===== config.mk =====
export PLATFORM = sky130hd
export DESIGN_NAME = aml_s5_sleep_type_scanner
export DESIGN_NICKNAME = d
export VERILOG_FILES = /design/src/rtl/s5s_pkg.sv /design/src/rtl/s5s_input_reg.sv /design/src/rtl/s5s_scan_core.sv /design/src/rtl/aml_s5_sleep_type_scanner.sv
export SDC_FILE = /design/constraint.sdc
export NUM_CORES = 1
export LEC_CHECK = 0
export ABC_AREA = 1
export BUFFER_PORTS_ARGS = -buffer_cell sky130_fd_sc_hd__buf_4
export CORE_UTILIZATION = 40
export DETAILED_ROUTE_END_ITERATION = 7
export HOLD_SLACK_MARGIN = 0.12
export PLACE_DENSITY_LB_ADDON = 0.15
export SYNTH_ARGS = -nofsm -noshare
export SYNTH_HDL_FRONTEND = slang
export SYNTH_SLANG_ARGS = --single-unit

===== constraint.sdc =====
create_clock -name clock -period 6.3 [get_ports clock]
set_input_delay 0.945 -clock clock [delete_from_list [all_inputs] [get_ports clock]]
set_output_delay 0.945 -clock clock [all_outputs]
set_load 0.01 [all_outputs]

===== src/rtl/s5s_pkg.sv =====
// ----------------------------------------------------------------------------
// s5s_pkg
// shared types and constants of the _S5_ sleep-type scanner
// ----------------------------------------------------------------------------
package s5s_pkg;

   // aml opcodes and prefixes
   localparam logic [7:0] NAME_OP     = 8'h08;
   localparam logic [7:0] PACKAGE_OP  = 8'h12;
   localparam logic [7:0] BYTE_PREFIX = 8'h0A;
   localparam logic [7:0] WORD_PREFIX = 8'h0B;
   localparam logic [7:0] CONST_MAX   = 8'h3F;

   // characters of the name _S5_
   localparam logic [7:0] CHAR_UNDERSCORE = 8'h5F;
   localparam logic [7:0] CHAR_S          = 8'h53;
   localparam logic [7:0] CHAR_5          = 8'h35;

   // pkglength lead byte: top two bits give the extra byte count
   localparam int         PKG_LEN_SHIFT = 6;
   localparam logic [1:0] PKG_LEN_MASK  = 2'h3;

   localparam int BYTE_W  = 8;
   localparam int VALUE_W = 16;
   localparam int LEFT_W  = 2;

   typedef enum logic [1:0] {
      ST_FOUND    = 2'd0,
      ST_NOTFOUND = 2'd1,
      ST_TRUNC    = 2'd2,
      ST_BADENC   = 2'd3
   } status_type;

   typedef enum logic [11:0] {
      PH_SEARCH  = 12'b0000_0000_0001,
      PH_GOT_U   = 12'b0000_0000_0010,
      PH_GOT_S   = 12'b0000_0000_0100,
      PH_GOT_5   = 12'b0000_0000_1000,
      PH_NAME    = 12'b0000_0001_0000,
      PH_LEAD    = 12'b0000_0010_0000,
      PH_EXTRA   = 12'b0000_0100_0000,
      PH_NUMEL   = 12'b0000_1000_0000,
      PH_ELEM    = 12'b0001_0000_0000,
      PH_BYTEVAL = 12'b0010_0000_0000,
      PH_WORDLO  = 12'b0100_0000_0000,
      PH_WORDHI  = 12'b1000_0000_0000
   } phase_type;

   // one table byte held in the input register
   typedef struct packed {
      logic              valid;
      logic [BYTE_W-1:0] data;
      logic              last;
   } item_type;

endpackage


===== src/rtl/s5s_input_reg.sv =====
// ----------------------------------------------------------------------------
// s5s_input_reg
// input register holding one accepted table byte for the scan core
// ----------------------------------------------------------------------------
module s5s_input_reg (
   input  logic                           clock,
   input  logic                           reset,
   input  logic                           req_tvalid,
   output logic                           req_tready,
   input  logic [s5s_pkg::BYTE_W-1:0]     req_tdata,
   input  logic                           req_tlast,
   input  logic                           advance,
   output s5s_pkg::item_type              item
);
   import s5s_pkg::*;

   logic              valid_ff, valid_in;
   logic [BYTE_W-1:0] data_ff;
   logic              last_ff;
   logic              accept;

   // the register empties whenever the core moves on
   assign req_tready = !valid_ff || advance;
   assign accept     = req_tvalid && req_tready;

   always_comb begin
      if (accept) begin
         valid_in = 1'b1;
      end else if (advance) begin
         valid_in = 1'b0;
      end else begin
         valid_in = valid_ff;
      end
   end

   always_ff @(posedge clock) begin
      if (reset) begin
         valid_ff <= 1'b0;
      end else begin
         valid_ff <= valid_in;
      end
   end

   always_ff @(posedge clock) begin
      if (accept) begin
         data_ff <= req_tdata;
         last_ff <= req_tlast;
      end
   end

   assign item.valid = valid_ff;
   assign item.data  = data_ff;
   assign item.last  = last_ff;

endmodule


===== src/rtl/s5s_scan_core.sv =====
// ----------------------------------------------------------------------------
// s5s_scan_core
// match state machine, element decode and result register
// ----------------------------------------------------------------------------
module s5s_scan_core (
   input  logic                           clock,
   input  logic                           reset,
   input  s5s_pkg::item_type              item,
   output logic                           advance,
   output logic                           rsp_tvalid,
   input  logic                           rsp_tready,
   output logic [s5s_pkg::VALUE_W-1:0]    rsp_tdata,
   output logic [1:0]                     rsp_tuser
);
   import s5s_pkg::*;

   phase_type          phase_ff, phase_in;
   logic               at_start_ff, at_start_in;
   logic               prev_nameop_ff, prev_nameop_in;
   logic [LEFT_W-1:0]  left_ff, left_in;
   logic [BYTE_W-1:0]  word_low_ff, word_low_in;
   logic               given_ff, given_in;

   logic               rsp_valid_ff, rsp_valid_in;
   status_type         status_ff, status_in;
   logic [VALUE_W-1:0] value_ff, value_in;

   logic               fire;
   logic               emit;
   logic [BYTE_W-1:0]  b;
   phase_type          search_next;
   phase_type          step_phase;

   assign advance = !rsp_valid_ff || rsp_tready;
   assign fire    = item.valid && advance;
   assign b       = item.data;

   // a name may start at offset zero or right after NameOp
   assign search_next = (b == CHAR_UNDERSCORE && (at_start_ff || prev_nameop_ff))
                        ? PH_GOT_U : PH_SEARCH;

   always_comb begin
      phase_in       = phase_ff;
      at_start_in    = at_start_ff;
      prev_nameop_in = prev_nameop_ff;
      left_in        = left_ff;
      word_low_in    = word_low_ff;
      given_in       = given_ff;
      emit           = 1'b0;
      status_in      = ST_FOUND;
      value_in       = '0;
      step_phase     = phase_ff;

      if (fire && !given_ff) begin
         case (phase_ff)
            PH_GOT_U: begin
               step_phase = (b == CHAR_S) ? PH_GOT_S : search_next;
            end
            PH_GOT_S: begin
               step_phase = (b == CHAR_5) ? PH_GOT_5 : search_next;
            end
            PH_GOT_5: begin
               step_phase = (b == CHAR_UNDERSCORE) ? PH_NAME : search_next;
            end
            PH_NAME: begin
               step_phase = (b == PACKAGE_OP) ? PH_LEAD : search_next;
            end
            PH_LEAD: begin
               left_in    = LEFT_W'(b >> PKG_LEN_SHIFT) & PKG_LEN_MASK;
               step_phase = (left_in != '0) ? PH_EXTRA : PH_NUMEL;
            end
            PH_EXTRA: begin
               left_in = left_ff - LEFT_W'(1);
               if (left_in == '0) begin
                  step_phase = PH_NUMEL;
               end
            end
            PH_NUMEL: begin
               step_phase = PH_ELEM;
            end
            PH_ELEM: begin
               if (b == BYTE_PREFIX) begin
                  step_phase = PH_BYTEVAL;
               end else if (b == WORD_PREFIX) begin
                  step_phase = PH_WORDLO;
               end else if (b <= CONST_MAX) begin
                  emit     = 1'b1;
                  value_in = VALUE_W'(b);
               end else begin
                  emit      = 1'b1;
                  status_in = ST_BADENC;
               end
            end
            PH_BYTEVAL: begin
               emit     = 1'b1;
               value_in = VALUE_W'(b);
            end
            PH_WORDLO: begin
               word_low_in = b;
               step_phase  = PH_WORDHI;
            end
            PH_WORDHI: begin
               emit     = 1'b1;
               value_in = {b, word_low_ff};
            end
            default: begin
               step_phase = search_next;
            end
         endcase

         phase_in = step_phase;
         if (step_phase inside {PH_SEARCH, PH_GOT_U, PH_GOT_S, PH_GOT_5, PH_NAME}) begin
            prev_nameop_in = (b == NAME_OP);
         end
         at_start_in = 1'b0;
         if (emit) begin
            given_in = 1'b1;
         end

         // table ends without a result
         if (item.last && !emit) begin
            emit      = 1'b1;
            value_in  = '0;
            status_in = (step_phase inside {PH_SEARCH, PH_GOT_U, PH_GOT_S, PH_GOT_5,
                                            PH_NAME}) ? ST_NOTFOUND : ST_TRUNC;
         end
      end

      // end of table restores the start-of-table state
      if (fire && item.last) begin
         phase_in       = PH_SEARCH;
         at_start_in    = 1'b1;
         prev_nameop_in = 1'b0;
         left_in        = '0;
         word_low_in    = '0;
         given_in       = 1'b0;
      end

      if (advance) begin
         rsp_valid_in = fire && emit;
      end else begin
         rsp_valid_in = rsp_valid_ff;
      end
   end

   always_ff @(posedge clock) begin
      if (reset) begin
         phase_ff       <= PH_SEARCH;
         at_start_ff    <= 1'b1;
         prev_nameop_ff <= 1'b0;
         left_ff        <= '0;
         given_ff       <= 1'b0;
         rsp_valid_ff   <= 1'b0;
      end else begin
         phase_ff       <= phase_in;
         at_start_ff    <= at_start_in;
         prev_nameop_ff <= prev_nameop_in;
         left_ff        <= left_in;
         given_ff       <= given_in;
         rsp_valid_ff   <= rsp_valid_in;
      end
   end

   always_ff @(posedge clock) begin
      word_low_ff <= word_low_in;
      if (fire && emit) begin
         status_ff <= status_in;
         value_ff  <= value_in;
      end
   end

   assign rsp_tvalid = rsp_valid_ff;
   assign rsp_tdata  = value_ff;
   assign rsp_tuser  = status_ff;

endmodule


===== src/rtl/aml_s5_sleep_type_scanner.sv =====
// ----------------------------------------------------------------------------
// aml_s5_sleep_type_scanner
// streaming scan of an aml table for the first element of the _S5_ package
// ----------------------------------------------------------------------------
// Table bytes enter one per transfer in address order, req_tlast marking the
// final byte. The scanner looks for the name _S5_ right after NameOp (or at
// offset zero), then PackageOp, skips the PkgLength and NumElements bytes and
// decodes the first element (BytePrefix, WordPrefix little-endian, or a
// direct constant up to 0x3F). Each table gives exactly one result transfer:
// found with the value, not found, truncated, or bad element encoding; bytes
// after an early result are consumed silently. One byte is taken every clock
// cycle unless the result side stalls, set by the single state update per
// byte; the deciding byte passes the input register, then the result goes to
// the result register. Back-pressure on the result side stalls the input
// only while the result register is full and not being drained.
// ----------------------------------------------------------------------------
module aml_s5_sleep_type_scanner (
   input  logic        clock,
   input  logic        reset,
   input  logic        req_tvalid,
   output logic        req_tready,
   input  logic [7:0]  req_tdata,   // [7:0] table_byte
   input  logic        req_tlast,   // last_byte
   output logic        rsp_tvalid,
   input  logic        rsp_tready,
   output logic [15:0] rsp_tdata,   // [15:0] sleep_type
   output logic [1:0]  rsp_tuser    // [1:0] status
);
   import s5s_pkg::*;

   item_type item;      // byte waiting in the input register
   logic     advance;   // core is ready to take the held byte this cycle

   s5s_input_reg u_input_reg (
      .clock      (clock),
      .reset      (reset),
      .req_tvalid (req_tvalid),
      .req_tready (req_tready),
      .req_tdata  (req_tdata),
      .req_tlast  (req_tlast),
      .advance    (advance),
      .item       (item)
   );

   // matching, decode and result register
   s5s_scan_core u_scan_core (
      .clock      (clock),
      .reset      (reset),
      .item       (item),
      .advance    (advance),
      .rsp_tvalid (rsp_tvalid),
      .rsp_tready (rsp_tready),
      .rsp_tdata  (rsp_tdata),
      .rsp_tuser  (rsp_tuser)
   );

endmodule

Word-level counts from Yosys, hierarchy flattened
Index checks and enable logic that the tools add are counted.
{"block": "totals", "regBits": 54, "latch_bits": 0, "mem_bits_rw": 0, "romBits": 0, "wordCells": 94, "n_memories": 0}
{"block": "classes", "add_sub_neg": 1, "mul": 0, "n_div": 0, "magnitude_cmp": 1, "n_eq_ne": 23, "shift": 0, "n_mux": 30, "bitwise": 1, "reduce_logical": 26}
{"operator": "$pmux W12 S10", "n": 1}
{"operator": "$mux W12", "n": 8}
{"operator": "$pmux W16 S3", "n": 1}
{"operator": "$mux W16", "n": 2}
{"operator": "$eq A12 B2 Y1 const B", "n": 2}
{"operator": "$eq A12 B3 Y1 const B", "n": 2}
{"operator": "$eq A12 B4 Y1 const B", "n": 2}
{"operator": "$eq A12 B5 Y1 const B", "n": 2}
{"operator": "$eq A8 B4 Y1 const B", "n": 3}
{"operator": "$eq A8 B7 Y1 const B", "n": 2}
{"operator": "$mux W8", "n": 2}
{"operator": "$mux W2", "n": 7}
{"operator": "$eq A12 B1 Y1 const B", "n": 1}
{"operator": "$eq A12 B10 Y1 const B", "n": 1}
{"operator": "$eq A12 B11 Y1 const B", "n": 1}
{"operator": "$eq A12 B12 Y1 const B", "n": 1}
{"operator": "$eq A12 B6 Y1 const B", "n": 1}
{"operator": "$eq A12 B7 Y1 const B", "n": 1}
{"operator": "$eq A12 B8 Y1 const B", "n": 1}
{"operator": "$eq A12 B9 Y1 const B", "n": 1}
{"operator": "$eq A8 B5 Y1 const B", "n": 1}
{"operator": "$eq A8 B6 Y1 const B", "n": 1}
{"operator": "$le A8 B6 Y1 const B", "n": 1}
{"operator": "$reduce_and A2 Y1", "n": 4}
{"operator": "12 further kinds", "n": 33}

Depth between registers and ports, before layout
{"block": "depth", "ltp_word": 10, "ltp_mapped": 14, "ltp_nobuf": 14}

Cells and area by module
Synthesis repeated with hierarchy kept, for this count alone.
{"block": "unflattened", "hier_cells": 356, "area_unflattened_um2": 2860.2}
{"mod": "s5s_scan_core", "n_inst": 1, "cells_per_inst": 339, "area_per_inst_um2": 2527.4}
{"mod": "s5s_input_reg", "n_inst": 1, "cells_per_inst": 17, "area_per_inst_um2": 332.8}

Worst setup path after synthesis
OpenSTA, ideal clock, no wires.
{"block": "synth_path", "path_kind": "input -> register", "start": "input port rsp_tready", "end": "register u_scan_core.value_ff[0], in the netlist u_scan_core.rsp_tdata[0], enable pin", "setup_ns": 0.398, "t_arrival_ns": 2.465, "required_time_ns": 5.902, "slack_ns": 3.437, "stages": 6, "n_path_buf": 0, "cell_sequence": "inv_1 -> nand2_1 -> nand2_1 -> nor2_2 -> inv_1 -> o21ai_1"}
{"block": "synth_between", "elab_chain_cells": 5}
{"item": "start: declaration", "line": "aml_s5_sleep_type_scanner.sv:25", "source": "input logic rsp_tready,"}
{"item": "$logic_or A1 B1 Y1 *", "line": "s5s_scan_core.sv:34", "source": "assign advance = !rsp_valid_ff || rsp_tready;"}
{"item": "$logic_and A1 B1 Y1 *", "line": "s5s_scan_core.sv:35", "source": "assign fire = item.valid && advance;"}
{"item": "$logic_and A1 B1 Y1", "line": "s5s_scan_core.sv:54", "source": "if (fire && !given_ff) begin"}
{"item": "$mux W1", "line": "s5s_scan_core.sv:54"}
{"item": "$logic_and A1 B1 Y1 *", "line": "s5s_scan_core.sv:166", "source": "if (fire && emit) begin"}
{"item": "end signal: assignment", "line": "s5s_scan_core.sv:168", "source": "value_ff <= value_in;"}
{"item": "end: declaration", "line": "s5s_scan_core.sv:26", "source": "logic [VALUE_W-1:0] value_ff, value_in;"}
Mark *: on every way between the ends. The rest lies on a longest branch, timed or not.
A chain may end at the register's enable or synchronous reset.

Worst setup path after layout
{"block": "layout_path", "start": "input port rsp_tready", "end": "register u_scan_core.value_ff[12], in the netlist u_scan_core.rsp_tdata[12], enable pin"}
Same word-level chain as after synthesis.

==> results.txt <==
Headroom to the max-slew limit came out at 32.9%. The internal portion of the total power is between 0.0004 and 0.0005 W. Global routing used 17.1% of the available tracks across all layers. The number of diodes came out at 0.

The via count of the first global-routing pass came out at slightly above 2000. The number of remaining DRC errors is 0. The area added between synthesis and finish is 14.7%.

The sum of routed wire length over all layers came out at 5.78 mm. The overall power of the completed layout came out at 0.000682 W. The total I/O pin count came out at 33.

Sorting the synthesized cells by how often they occur yields 48 x sky130_fd_sc_hd__nand2_1, 45 x sky130_fd_sc_hd__inv_1, 37 x sky130_fd_sc_hd__nor2_1. The actual transition at the worst max-transition pin is around 1.0 ns. The die footprint is slightly above 7000 µm².

The sequential share of power is 58.0%. The effective utilization at floorplan is 42.2%. The path class of the tightest hold or removal check is reg2reg. The most common flop cell mapped by yosys is sky130_fd_sc_hd__edfxtp_1. Yosys mapped a number of flops with a built-in enable equal to 27. The maximum number of pins on one net before global-route repair is 28. Clock-pin slew was measured on the worst setup and hold paths at 0.10 ns. Across the routed clock network, the largest skew measured is 0.00956 ns. The final count of pins violating max slew came out at 0. The global-route wire length before repair is between 9 and 10 mm. The worst setup path is captured at a register. The average cell area after synthesis is 8.07 µm². TritonCTS built the clock tree.

sky130_fd_sc_hd__nand2_1 is the most common cell in the netlist. Buffers inserted during clock tree synthesis total 5. The final net count came out at roughly 380. The total negative slack for setup checks came out at 0 ns. The detailed placer's ending HPWL is 4.29 mm.

The count of state elements after synthesis is 54. The count of routing violations after the opening detailed-route iteration came out at ~150. The maximum fanout along the worst path is 27. The via count of the routed design came out at around 2300. The average via count per standard cell came out at between 5 and 6. The clock reaches the later pin of the worst-skew pair after 0.31 ns. The post-synthesis net count came out at 352. The data arrival time of the critical path is 2.78 ns. The number of clock sinks is between 50 and 60. STA classifies the critical path startpoint as an input pin. The number of standard cells after synthesis is approximately 340.

The share of the cycle needed by the critical path after routing came out at 44.0%. The number of detailed-routing iterations run before antenna repair came out at 6. The library cell with the largest summed area after synthesis is sky130_fd_sc_hd__edfxtp_1. Sorting the synthesized cells by area gives the leading types as sky130_fd_sc_hd__edfxtp_1 30%, sky130_fd_sc_hd__dfxtp_1 20%, sky130_fd_sc_hd__nand2_1 6.6%.

The combinational group share of total power came out at 11.1%. The worst register-to-register path ends at u_scan_core.rsp_tdata[12]$_SDFFCE_PP0P_. Yosys printed 0 warnings. Summed over its instances, the top area cell type makes up 29.7% of the synthesized netlist area. Static timing analysis puts the maximum clock frequency at 360 MHz.

Setup repair after global routing left no endpoint under its margin. In this run the tool buffered the top-level ports with 32 buffer cells. The core footprint came out at 6460 µm². The detail route stage leaves a number of antenna-violating nets equal to 0. The most critical setup path has its endpoint at u_scan_core.rsp_tdata[12]$_SDFFCE_PP0P_. The floorplan die width came out at 84.6 µm.

The worst-case vdd ir drop is 0.000108 V. The mapped netlist covers 2730 µm². The number of hold-slack violations in the final timing report came out at 0. The final weighted congestion of routability-driven global placement came out at 0.865. The register-to-register setup slack came out at just under 4 ns. The power share of the clock group came out at 30.9%. The post-CTS setup-driven buffer insertion count came out at 0. Walking the worst path, the cells encountered are buf_4 > inv_1 > nand2_1 > nand2_1 > nor2_2 > inv_1 > o21ai_1 > buf_4. The total area of multi-input combinational cells came out at 1130 µm².

The startpoint identified for the worst register-to-register timing path is u_scan_core.rsp_tvalid$_SDFFE_PP0P_. The die outline height is roughly 85 µm. The number of hold-repair buffers added at the cts stage is 0. The share of total power consumed by net switching is a little over a quarter. The run finished with clean final reports.

The clock period minus worst slack came out at 2.78 ns. The cell sitting at the root of the clock tree is a sky130_fd_sc_hd__clkbuf_8. The count of max-cap constraint violations is 0. The number of levels in the clock H-tree is 2. The leakage component of the power is 1.29 nW. The maximum cell stage delay along the critical path is 0.76 ns. Setup violations remaining at the end of the flow were counted as 0. Fill cells in the final layout number roughly 640.

Among all stages on the critical path, the largest delay is contributed by sky130_fd_sc_hd__nor2_2. The area taken by flip-flops and latches came out at 1350 µm². Dividing the detail-routed wire length by the instance count gives approximately 13 µm. The overall overflow remaining after global route is 0. Tracing the worst setup path back leads to its startpoint at rsp_tready. The clock tree buffer depth is 2. The count of different cell masters after synthesis came out at 32.

The number of antenna violations at the first check in global routing was 0. The async set-or-reset flop fraction in the synthesized netlist is 0%. The power per cell area is ~220 nW/µm².

The number of gates resized after CTS was 0. The analysis attributes to net switching a power of 0.000182 W. The critical path is of the in2reg type. Cells with a size suffix above 1 make up roughly 19% of the layout. The worst endpoint required time is 6.30 ns. The sequential area share after synthesis is between 40 and 50%. In this run the core area contains 29 standard-cell rows. The worst register-to-register path has a depth of 6.
[per-stage QoR]
step | hold WS [ns] | cell area (µm²) | util (%) | worst slack (ns) | instances
3_5_place_dp | 0.444 | 3030 | 46.9 | 3.18 | 440
4_1_cts | 0.459 | 3130 | 48.5 | 3.51 | 448
3_3_place_gp | 0.442 | 3030 | 46.9 | 3.24 | 440
5_1_grt | 0.477 | 3130 | 48.5 | 3.28 | 448
2_1_floorplan | 0.429 | 2730 | - | 3.44 | 338
6_report | 0.459 | 3130 | 48.5 | 3.52 | 448
[how the worst min path moves through the flow]
stage / start / end / slack (ns) / cells after the start
after floorplan: u_scan_core.word_low_ff[0]$_SDFFE_PP0P_ / u_scan_core.word_low_ff[0]$_SDFFE_PP0P_ / 0.43 / 2
after CTS: u_scan_core.word_low_ff[4]$_SDFFE_PP0P_ / u_scan_core.word_low_ff[4]$_SDFFE_PP0P_ / 0.46 / 2
after global placement: u_scan_core.word_low_ff[4]$_SDFFE_PP0P_ / u_scan_core.word_low_ff[4]$_SDFFE_PP0P_ / 0.44 / 2
after detailed placement: u_scan_core.word_low_ff[4]$_SDFFE_PP0P_ / u_scan_core.word_low_ff[4]$_SDFFE_PP0P_ / 0.44 / 2
after global routing: u_scan_core.word_low_ff[5]$_SDFFE_PP0P_ / u_scan_core.word_low_ff[5]$_SDFFE_PP0P_ / 0.48 / 2
final: u_scan_core.word_low_ff[4]$_SDFFE_PP0P_ / u_scan_core.word_low_ff[4]$_SDFFE_PP0P_ / 0.46 / 2
[final cells by class]
type / count / area share (%)
Clock buffer: 6 / 2.64
Clock inverter: 2 / 0.520
Inverter: 55 / 6.60
Multi-Input combinational cell: 221 / 36.1
Sequential cell: 54 / 43.2
Tap cell: 77 / 3.08
Timing Repair Buffer: 33 / 7.92
[metal layers]
| metal | share of wire [%] | up-vias | GRT usage (%) |
|---|---|---|---|
| met5 | 0 | - | 0 |
| met4 | 1.7 | 0 | 6.93 |
| met3 | 4.4 | 7 | 3.24 |
| met2 | 44 | 51 | 26.4 |
| met1 | 50 | 1048 | 23.7 |
| li1 | - | 1200 | - |
[state kept, by name, indices dropped and copies added (netlist names)]
signal                      cells
u_scan_core.given_ff            1
u_scan_core.rsp_tvalid          1
u_scan_core.at_start_ff         1
u_input_reg.valid_ff            1
u_scan_core.rsp_tdata          16
u_input_reg.last_ff             1
u_scan_core.word_low_ff         8
u_scan_core.prev_nameop_ff      1
u_scan_core.rsp_tuser           2
u_input_reg.data_ff             8
u_scan_core.phase_ff           12
u_scan_core.left_ff             2
[layout by cell type (no fill, tap or decap), types with 2 or more instances in the layout]
cell / synthesis / layout
sky130_fd_sc_hd__nor2_2: 5 / 5
sky130_fd_sc_hd__nor4_1: 2 / 2
sky130_fd_sc_hd__nand2_2: 2 / 2
sky130_fd_sc_hd__dfxtp_1: 27 / 27
sky130_fd_sc_hd__o21ai_1: 9 / 9
sky130_fd_sc_hd__nand2_4: 2 / 2
sky130_fd_sc_hd__o22ai_1: 3 / 3
sky130_fd_sc_hd__nor3_2: 5 / 5
sky130_fd_sc_hd__nor3_1: 17 / 17
sky130_fd_sc_hd__a21oi_1: 31 / 31
sky130_fd_sc_hd__nand3_1: 20 / 20
sky130_fd_sc_hd__o211ai_1: 2 / 2
sky130_fd_sc_hd__nor2_1: 37 / 37
sky130_fd_sc_hd__edfxtp_1: 27 / 27
sky130_fd_sc_hd__inv_2: 9 / 9
sky130_fd_sc_hd__o21bai_1: 2 / 2
sky130_fd_sc_hd__nand2_1: 48 / 48
sky130_fd_sc_hd__clkbuf_8: 0 / 6
sky130_fd_sc_hd__o21ai_0: 19 / 19
sky130_fd_sc_hd__inv_1: 45 / 45
sky130_fd_sc_hd__buf_4: 0 / 33
sky130_fd_sc_hd__nand4_1: 7 / 7
sky130_fd_sc_hd__nand3b_1: 3 / 3
[power by group through the flow]
stage / combinational [W] / sequential, W / clock (W)
4_1_cts: 0.0000757 / 0.000396 / 0.000215
6_report: 0.0000757 / 0.000396 / 0.000210
3_3_place_gp: 0.0000748 / 0.000404 / 0
5_1_grt: 0.0000852 / 0.000398 / 0.000229
3_5_place_dp: 0.0000754 / 0.000404 / 0
2_1_floorplan: 0.0000526 / 0.000402 / 0
[kinds of logic (layout without fill, tap and decap cells)]
kind of cell / count (synthesis) / count (layout) / share of synthesized area [%]
flops: 54 / 54 / 49.5
fa+ha+maj: 1 / 1 / 0.459
compound gates: 67 / 67 / 12.8
simple gates: 153 / 153 / 28.1
buf+inv: 63 / 96 / 9.08
[critical path, delay by kind of cell]
kind / cells / cell delay (ns)
simple gates: 3 / 0.91
buf+inv: 4 / 0.70
compound gates: 1 / 0.20
No activity file was read; power rests on OpenSTA's default activity.
